## src/rtl/brf_pkg.sv

```systemverilog
// Shared types and constants for the byte ring FIFO.
`default_nettype none
package brf_pkg;

  localparam int BYTE_W = 8;

  typedef enum logic [1:0] {
    OP_WRITE      = 2'd0,
    OP_READ_SOME  = 2'd1,
    OP_READ_WHOLE = 2'd2,
    OP_FLUSH      = 2'd3
  } op_t;

  typedef enum logic [1:0] {
    ST_OK        = 2'd0,
    ST_FULL      = 2'd1,
    ST_EMPTY     = 2'd2,
    ST_TOO_SMALL = 2'd3
  } status_t;

  typedef enum logic [1:0] {
    S_IDLE,
    S_FETCH,
    S_OUT
  } back_state_t;

  typedef struct packed {
    op_t               op;
    logic [BYTE_W-1:0] data;
    logic [BYTE_W-1:0] count;
  } cmd_t;

endpackage
`default_nettype wire

```

## src/rtl/brf_front.sv

```systemverilog
// Front end: takes input words, decodes the opcode and queues commands for the back end.
`default_nettype none
module brf_front (
  input  wire logic         clk,
  input  wire logic         rst,
  input  wire logic         in_valid,
  output logic              in_ready,
  input  wire logic [1:0]   opcode,
  input  wire logic [7:0]   data_byte,
  input  wire logic [7:0]   count,
  output logic              cmd_valid,
  input  wire logic         cmd_ready,
  output brf_pkg::cmd_t     cmd
);
  import brf_pkg::*;

  localparam int QD = 2;

  cmd_t       q [QD];
  logic       wr_idx;
  logic       rd_idx;
  logic [1:0] fill;
  logic       push;
  logic       pop;
  cmd_t       cmd_in;

  always_comb begin
    cmd_in.op    = op_t'(opcode);
    cmd_in.data  = data_byte;
    cmd_in.count = count;
  end

  assign in_ready  = (fill != 2'(QD));
  assign cmd_valid = (fill != 2'd0);
  assign cmd       = q[rd_idx];
  assign push      = in_valid && in_ready;
  assign pop       = cmd_valid && cmd_ready;

  always_ff @(posedge clk) begin
    if (push) begin
      q[wr_idx] <= cmd_in;
    end
  end

  always_ff @(posedge clk) begin
    if (rst) begin
      wr_idx <= 1'b0;
      rd_idx <= 1'b0;
      fill   <= 2'd0;
    end else begin
      if (push) begin
        wr_idx <= ~wr_idx;
      end
      if (pop) begin
        rd_idx <= ~rd_idx;
      end
      case ({push, pop})
        2'b10:   fill <= fill + 2'd1;
        2'b01:   fill <= fill - 2'd1;
        default: fill <= fill;
      endcase
    end
  end

endmodule
`default_nettype wire

```

## src/rtl/brf_back.sv

```systemverilog
// Back end: ring store, pointers and the sequencer that emits result words.
`default_nettype none
module brf_back #(
  parameter int DEPTH = 64
) (
  input  wire logic          clk,
  input  wire logic          rst,
  input  wire logic          cmd_valid,
  output logic               cmd_ready,
  input  wire brf_pkg::cmd_t cmd,
  output logic               out_valid,
  input  wire logic          out_ready,
  output logic [7:0]         out_byte,
  output logic               has_byte,
  output logic [1:0]         status,
  output logic               last
);
  import brf_pkg::*;

  localparam int PW = (DEPTH > 1) ? $clog2(DEPTH) : 1;

  logic [BYTE_W-1:0] mem [DEPTH];
  logic [BYTE_W-1:0] rd_data;

  back_state_t       state, state_next;
  logic [PW-1:0]     wptr, wptr_next;
  logic [PW-1:0]     rptr, rptr_next;
  logic [7:0]        remain, remain_next;
  logic [1:0]        status_next;
  logic              has_byte_next;
  logic              last_next;
  logic [PW-1:0]     fill;
  logic [7:0]        fill8;
  logic [PW-1:0]     wptr_inc;
  logic [PW-1:0]     rptr_inc;
  logic              mem_we;
  logic              mem_re;

  function automatic logic [PW-1:0] ptr_inc(input logic [PW-1:0] p);
    return (p == PW'(DEPTH - 1)) ? '0 : p + PW'(1);
  endfunction

  assign wptr_inc = ptr_inc(wptr);
  assign rptr_inc = ptr_inc(rptr);
  assign fill     = (wptr >= rptr) ? wptr - rptr : PW'(DEPTH) + wptr - rptr;
  assign fill8    = 8'(fill);

  assign cmd_ready = (state == S_IDLE);
  assign out_valid = (state == S_OUT);
  assign out_byte  = has_byte ? rd_data : '0;

  always_comb begin
    state_next    = state;
    wptr_next     = wptr;
    rptr_next     = rptr;
    remain_next   = remain;
    status_next   = status;
    has_byte_next = has_byte;
    last_next     = last;
    mem_we        = 1'b0;
    mem_re        = 1'b0;
    unique case (state)
      S_IDLE: begin
        if (cmd_valid) begin
          has_byte_next = 1'b0;
          last_next     = 1'b1;
          status_next   = ST_OK;
          state_next    = S_OUT;
          unique case (cmd.op)
            OP_WRITE: begin
              if (wptr_inc == rptr) begin
                status_next = ST_FULL;
              end else begin
                mem_we    = 1'b1;
                wptr_next = wptr_inc;
              end
            end
            OP_READ_SOME: begin
              if (fill == '0) begin
                status_next = ST_EMPTY;
              end else if (cmd.count != 8'd0) begin
                remain_next = (cmd.count < fill8) ? cmd.count : fill8;
                state_next  = S_FETCH;
              end
            end
            OP_READ_WHOLE: begin
              if (fill == '0) begin
                status_next = ST_EMPTY;
              end else if (fill8 > cmd.count) begin
                status_next = ST_TOO_SMALL;
              end else begin
                remain_next = fill8;
                state_next  = S_FETCH;
              end
            end
            OP_FLUSH: begin
              wptr_next = '0;
              rptr_next = '0;
            end
            default: begin
              state_next = S_OUT;
            end
          endcase
        end
      end
      S_FETCH: begin
        // read the oldest byte, advance the read pointer
        mem_re        = 1'b1;
        rptr_next     = rptr_inc;
        remain_next   = remain - 8'd1;
        has_byte_next = 1'b1;
        status_next   = ST_OK;
        last_next     = (remain == 8'd1);
        state_next    = S_OUT;
      end
      S_OUT: begin
        if (out_ready) begin
          state_next = last ? S_IDLE : S_FETCH;
        end
      end
      default: begin
        state_next = S_IDLE;
      end
    endcase
  end

  always_ff @(posedge clk) begin
    if (mem_we) begin
      mem[wptr] <= cmd.data;
    end
    if (mem_re) begin
      rd_data <= mem[rptr];
    end
  end

  always_ff @(posedge clk) begin
    if (rst) begin
      state <= S_IDLE;
      wptr  <= '0;
      rptr  <= '0;
    end else begin
      state <= state_next;
      wptr  <= wptr_next;
      rptr  <= rptr_next;
    end
  end

  always_ff @(posedge clk) begin
    remain   <= remain_next;
    status   <= status_next;
    has_byte <= has_byte_next;
    last     <= last_next;
  end

endmodule
`default_nettype wire

```

## src/rtl/byte_ring_fifo.sv

```systemverilog
// Byte ring FIFO: an accepted input word is registered in the front-end command queue; the
// back-end sequencer then takes it and registers a single-word result in its output registers.
// A read first enters the fetch state, which registers the store read, and each further byte
// again passes the fetch state (store read, then output register). A 2-entry command queue
// lets the front keep accepting while the back end works or the output stalls.
// Synchronous reset clears pointers, queue and sequencer; store contents stay undefined.
`default_nettype none
module byte_ring_fifo #(
  parameter int DEPTH = 64
) (
  input  wire logic       clk,
  input  wire logic       rst,
  input  wire logic       in_valid,
  output logic            in_ready,
  input  wire logic [1:0] opcode,
  input  wire logic [7:0] data_byte,
  input  wire logic [7:0] count,
  output logic            out_valid,
  input  wire logic       out_ready,
  output logic [7:0]      out_byte,
  output logic            has_byte,
  output logic [1:0]      status,
  output logic            last
);
  import brf_pkg::*;

  cmd_t cmd;
  logic cmd_valid;
  logic cmd_ready;

  brf_front u_front (
    .clk       (clk),
    .rst       (rst),
    .in_valid  (in_valid),
    .in_ready  (in_ready),
    .opcode    (opcode),
    .data_byte (data_byte),
    .count     (count),
    .cmd_valid (cmd_valid),
    .cmd_ready (cmd_ready),
    .cmd       (cmd)
  );

  brf_back #(
    .DEPTH (DEPTH)
  ) u_back (
    .clk       (clk),
    .rst       (rst),
    .cmd_valid (cmd_valid),
    .cmd_ready (cmd_ready),
    .cmd       (cmd),
    .out_valid (out_valid),
    .out_ready (out_ready),
    .out_byte  (out_byte),
    .has_byte  (has_byte),
    .status    (status),
    .last      (last)
  );

endmodule
`default_nettype wire

```

## config.mk

```make
export PLATFORM = sky130hd
export DESIGN_NAME = byte_ring_fifo
export DESIGN_NICKNAME = d
export VERILOG_FILES = /design/src/rtl/brf_pkg.sv /design/src/rtl/brf_front.sv /design/src/rtl/brf_back.sv /design/src/rtl/byte_ring_fifo.sv
export SDC_FILE = /design/constraint.sdc
export NUM_CORES = 1
export LEC_CHECK = 0
export ABC_CLOCK_PERIOD_IN_PS = 6050
export BUFFER_PORTS_ARGS = -buffer_cell sky130_fd_sc_hd__buf_2
export CAP_MARGIN = 0
export CORE_MARGIN = 2
export CORE_UTILIZATION = 45
export CTS_CLUSTER_DIAMETER = 120
export DETAILED_ROUTE_END_ITERATION = 8
export PLACE_DENSITY_LB_ADDON = 0.1
export REMOVE_ABC_BUFFERS = 1
export SYNTH_ARGS = -nofsm -noshare
export SYNTH_HDL_FRONTEND = slang
export SYNTH_SLANG_ARGS = --single-unit
```

## constraint.sdc

```tcl
create_clock -name clk -period 6.05 [get_ports clk]
set_clock_uncertainty 0.2 [all_clocks]
set_input_delay 0.605 -clock clk [delete_from_list [all_inputs] [get_ports clk]]
set_output_delay 0.605 -clock clk [all_outputs]
set_load 0.02 [all_outputs]
```

# Word level (Yosys, flattened, before mapping)
# Memory sizes are Yosys's and may differ from the RTL's. A register that Yosys moved wholly into a read port is not among the register bits.
# Cells that the tools add are included.
# totals
n_memories	2
ramBits	548
register_bits	30
in_bits	22
word_cells	106
# classes
add_sub_neg	6
n_eq_ne	21
reduce_logical	15
n_bitwise	2
muxes	48
order_cmp	2
# memory_table
memory	depth	word_bits	read_ports	rd_clocked_by_memory_dff	wr	line_no	rtl
u_back.mem	64	8	1	1	1	brf_back.sv:22	logic [BYTE_W-1:0] mem [DEPTH];
u_front.q	2	18	1	1	1	brf_front.sv:19	cmd_t q [QD];
# ops
op	n
$mux W8	7
$pmux W8 S2	2
$mux W6	5
$pmux W6 S2	2
$mux W2	10
$mux W1	15
$add A6 B1 Y6 const B	2
$eq A6 B6 Y1 const B	2
$pmux W2 S2	3
$pmux W2 S3	2
$ne A3 B3 Y1 const B	3
$eq A2 B2 Y1 const B	4
$eq A8 B1 Y1 const B	1
$gt A6 B8 Y1	1
$lt A8 B6 Y1	1
$reduce_bool A2 Y1	4
$reduce_bool A8 Y1	1
$sub A8 B1 Y8 const B	1
$reduce_and A7 Y1	1
$eq A2 B1 Y1 const B	3
$eq A6 B6 Y1	1
$logic_not A6 Y1	1
$ne A2 B1 Y1 const B	3
$sub A6 B6 Y6	1
12 further kinds	18

# Logic depth before layout (Yosys ltp)
# logic_depth
word_depth	9
mapped_depth	17

# Cells and area by module
# From an unflattened synthesis, not the netlist that was laid out.
# unflattened
hier_cells	1210
hier_area_um2	23894.2
# by_module_without_submodules
module	n_inst	area_each_um2	seq_area_each_um2	cells_per_inst
brf_back	1	22377.7	16255.6	1130
brf_front	1	1516.5	1181.1	80

# Worst setup path after synthesis
# No wires, ideal clock.
# synth_timing
path_kind	reg2reg
from	reg u_back.rptr[1]
to	reg u_back.remain[5], data pin
n_path_buf	3
t_arrival_ns	3.887
setup_time_ns	0.272
required_time_ns	5.578
path_stages_with_launch	17
path_slack_ns	1.691
cell_sequence	dfxtp_1 -> buf_1 -> buf_2 -> buf_1 -> inv_1 -> fa_1 -> a21o_1 -> a21oi_1 -> xor2_1 -> ha_1 -> a21oi_1 -> a21boi_0 -> or4_1 -> nor2_2 -> nand2_1 -> o311ai_0 -> o21ai_0
# synth_between
elab_chain_cells	8
word_cells_on_any_way	10
classes_between	add/sub: 1; order compare: 1; mux: 8
# synth_lines
item	line_no	rtl
from (decl)	brf_back.sv:27	logic [PW-1:0] rptr, rptr_next;
from (signal assigned)	brf_back.sv:144	rptr <= rptr_next;
$sub A6 B6 Y6 *	brf_back.sv:45	assign fill = (wptr >= rptr) ? wptr - rptr : PW'(DEPTH) + wptr - rptr;
$lt A8 B6 Y1	brf_back.sv:82	remain_next = (cmd.count < fill8) ? cmd.count : fill8;
$mux W8	brf_back.sv:82	
$mux W8	brf_back.sv:81	end else if (cmd.count != 8'd0) begin
$mux W8	brf_back.sv:79	if (fill == '0) begin
$pmux W8 S2 *	brf_back.sv:69	unique case (cmd.op)
$mux W8 *	brf_back.sv:64	if (cmd_valid) begin
$pmux W8 S2 *	brf_back.sv:62	unique case (state)
net u_back.remain_next[5]	brf_back.sv:28	logic [7:0] remain, remain_next;
to (signal assigned)	brf_back.sv:149	remain <= remain_next;
to (decl)	brf_back.sv:28	
# The timed path passes the listed nets; every way through them passes the cells marked *. The select of a mux whose other input is x is not followed.
# A chain may end at the register's enable or synchronous reset.

# Final worst setup path
# layout_timing
from	reg u_back.rptr[0]
to	reg u_back.remain[1], enable pin
# layout_between
elab_chain_cells	4
word_cells_on_any_way	7
classes_between	add/sub: 1; order compare: 1; eq/ne: 3; reduce/logical: 2
# layout_lines
item	line_no
$sub A6 B6 Y6 *	brf_back.sv:45
$gt A6 B8 Y1 or $logic_not A6 Y1 (tied branches)	brf_back.sv:89, brf_back.sv:79, brf_back.sv:87
$ne A3 B3 Y1 (no line)	n/a
$reduce_and A7 Y1 (no line) *	n/a
# Mark *: on every way between the ends. The rest lies on a longest branch, timed or not.

==> summary.txt <==
Synth cell count leaders = 568 x edfxtp_1, 160 x mux4_2, 71 x nor3_1, 42 x nor2_1, 25 x inv_1
DIE HEIGHT = 234 um
Peak supply drop = 0.269 mV
Vias per inst = 5.79
CP Capture Type = flop
GP Congestion = 0.810
Fmax = 221 MHz
LEAKAGE = 0.00847 uW
Worst Setup SP = u_back.rptr[0]
Top-area cell type share of the netlist area = 0.717
Worst-path cell chain = ha_1 > inv_1 > fa_1 > a21o_1 > a21oi_1 > xor2_1 > ha_1 > nand4_1 > a211oi_1 > nor4_1 > o21ai_1 > nand3_1 > a21oi_1
Pin count of the biggest net entering global routing = 68
Drt drc = 0
Critical path launch point type = flop
CP endpoint = u_back.remain[1]
Buffers on Ports = 35
CP max stage cell = dfxtp_4
Count leader, synth = edfxtp_1
Sink Count = 587
Row cnt = 84
Min-delay worst type = in -> reg
Initial Util = 0.454
Vias in the first global route = 12,300
Iter 0 DRT Violations = 1,314
Reg2reg end = u_back.remain[1]
Peak fanout along the critical path = 38
Synth Area in XOR/XNOR = 0.00663
Nets = 1,370
Post-Route WL = 56,500 um
Largest stage delay on the critical path = 0.86 ns
GRT Overall Usage = 0.213
Synth Area per Inst = 19.9 um^2
Max-cap violations = 0
Compound-cell area share of the yosys netlist = 0.0243
Hold Violations, Final = 0
Num ports = 36
Layout area overhead = 14.3%
Post-CTS resize count = 0
CTS max path bufs = 3
Hold Worst Slack = 0.0735 ns
CTS clk-pin slew, worst paths = 0.06 ns
R2R Setup Slk = 1.53 ns
Crit path time final = 4.52 ns
GRT overflow = 0
EDFF count, synth = 568
Synth area leaders = edfxtp_1 72%, mux4_2 15%, dfxtp_1 1.6%
Setup Buffers After CTS = 0
Synth Warn # = 0
CP Depth = 13
Main combinational cell family by area after synthesis = multiplexers
Crit path max-delay family = compound AO/OA/AOI/OAI gates
Simple-gate share of the synthesized area = 0.0450
DRT Pass-1 Iters = 4
DR vias = 12,000
Worst EP arrival = 4.56 ns
Antenna-violating nets left = 0
Fin crit share = 0.748
Worst path required time = 6.09 ns
Slew margin rel. = 0.154
CP bufs+invs = 1
Routed len/inst = 27.4 um
Instance count of the mapped netlist = 1,197
Status = finished clean
H-tree depth = 2
Mux share of post-synthesis cell area = 0.161
Setup CP Type = reg -> reg
First-pass GRT wire length = 83,500 um
Post-synthesis sequential area ratio = 0.733
Worst-Margin Slew = 1.26 ns
Antenna Cells = 0
Num CTS Buffers = 60
Die area = 54,700 um^2
Worst-Skew Late Latency = 0.62 ns
FFs w/ async S/R, synth = 0
Area leader, netlist = edfxtp_1
Synth Area in Adders = 0.0108
Slew Limit Fails = 0
Root Buffer = clkbuf_16
Worst r2r src = u_back.rptr[0]
Final count of negative-setup-slack endpoints = 0
Worst Hold Depth = 3
Yosys reg bits = 587
RSZ-0062 raised after global routing = no
Register-to-Register Path Depth = 13
Ys flop type = edfxtp_1
Share of post-route cells with drive strength above 1 = 0.283
CTS tree = built
Chip width = 234 um
Pwr dens = 353 nW/um^2
Synthesized area = 23,800 um^2
Initial antenna violation count = 0
Hold buffer count at cts = 18
Final HPWL DP = 33,900 um
Synth unique cells = 61
Total negative setup slack = 0 ns
Core footprint = 52,400 um^2
[layout by cell type (no fill, tap or decap), drive strengths merged, types with 5 or more instances in the layout]
cell type      n
xor2           5
nand2         24
clkbuf        79
a21oi         23
nor2b          5
clkinv        24
or3            6
nand3         16
buf          117
nand4          5
o21ai         24
and2          10
dfxtp         19
edfxtp       568
mux2           9
and3           5
ha            19
dlygate4sd3   18
inv           27
xnor2         13
or4            6
o22ai         17
mux4         160
mux2i         12
nor2          43
nor3          71
[cell type report]
type / instances / area, um^2
Timing Repair Buffer: 135 / 971
Sequential cell: 587 / 17400
Multi-Input combinational cell: 518 / 5920
Tap cell: 688 / 861
Fill cell: 4168 / 25300
Inverter: 26 / 97.6
Clock buffer: 79 / 1630
Clock inverter: 32 / 270
[sequential cells by signal, indices dropped and copies added (netlist names), named ones only]
signal           flops
u_back.mem         512
u_front.q           36
u_back.rd_data       8
u_back.remain        8
u_back.rptr          6
u_back.wptr          6
u_back.state         2
u_back.status        2
u_front.fill         2
u_back.has_byte      1
u_back.last          1
u_front.rd_idx       1
u_front.wr_idx       1
[how the worst min path moves through the flow]
stage                    startpoint         endpoint  slack (ns)
detailed placement   u_front.rd_idx             flop        0.31
global placement    u_front.fill[1]  u_front.fill[1]        0.31
global route              out_ready  u_back.state[0]        0.07
floorplan           u_front.fill[1]  u_front.fill[1]        0.28
CTS                       out_ready  u_back.state[0]        0.03
finish                    out_ready  u_back.state[0]        0.07
[cell families (layout without fill, tap and decap cells)]
| group | count (synthesis) | in the layout |
|---|---|---|
| XOR/XNOR | 18 | 18 |
| buffers and inverters | 92 | 272 |
| AO/OA/AOI/OAI | 90 | 90 |
| flip-flops | 587 | 587 |
| AND/OR/NAND/NOR | 209 | 209 |
| adder cells (fa/ha/maj) | 20 | 20 |
| multiplexers | 181 | 181 |
[layer usage]
metal / vias to the layer above / routed length (um) / share of wire / track usage
met4: 0 / 1540 / 0.027 / 0.0635
met3: 79 / 3180 / 0.056 / 0.0375
li1: 5212 / - / - / -
met1: 6292 / 25600 / 0.45 / 0.316
met2: 380 / 26300 / 0.46 / 0.326
met5: - / 0 / 0 / 0
[report_power, final]
part	switching [uW]	internal, uW
logic	813	272
registers	75.9	4870
clock network	1520	2050
[through the flow]
step | cells | total power (uW) | setup slack, ns | util | cell area (um^2)
floorplan | 1131 | 5620 | -4.31 | - | 23400
global placement | 1935 | 6110 | 1.65 | 0.479 | 25100
detailed placement | 1935 | 6130 | 1.50 | 0.479 | 25100
CTS | 2064 | 9690 | 1.48 | 0.518 | 27200
global route | 2065 | 9950 | 1.15 | 0.518 | 27200
finish | 2065 | 9610 | 1.53 | 0.518 | 27200
[worst min-delay path, delay by kind of cell]
kind,cells,cell delay [ns]
buffers and inverters,1,0.10
and+or+nand+nor,1,0.08
AOI/OAI and AO/OA,1,0.07
Note: power is estimated with default switching activity, not from simulation.
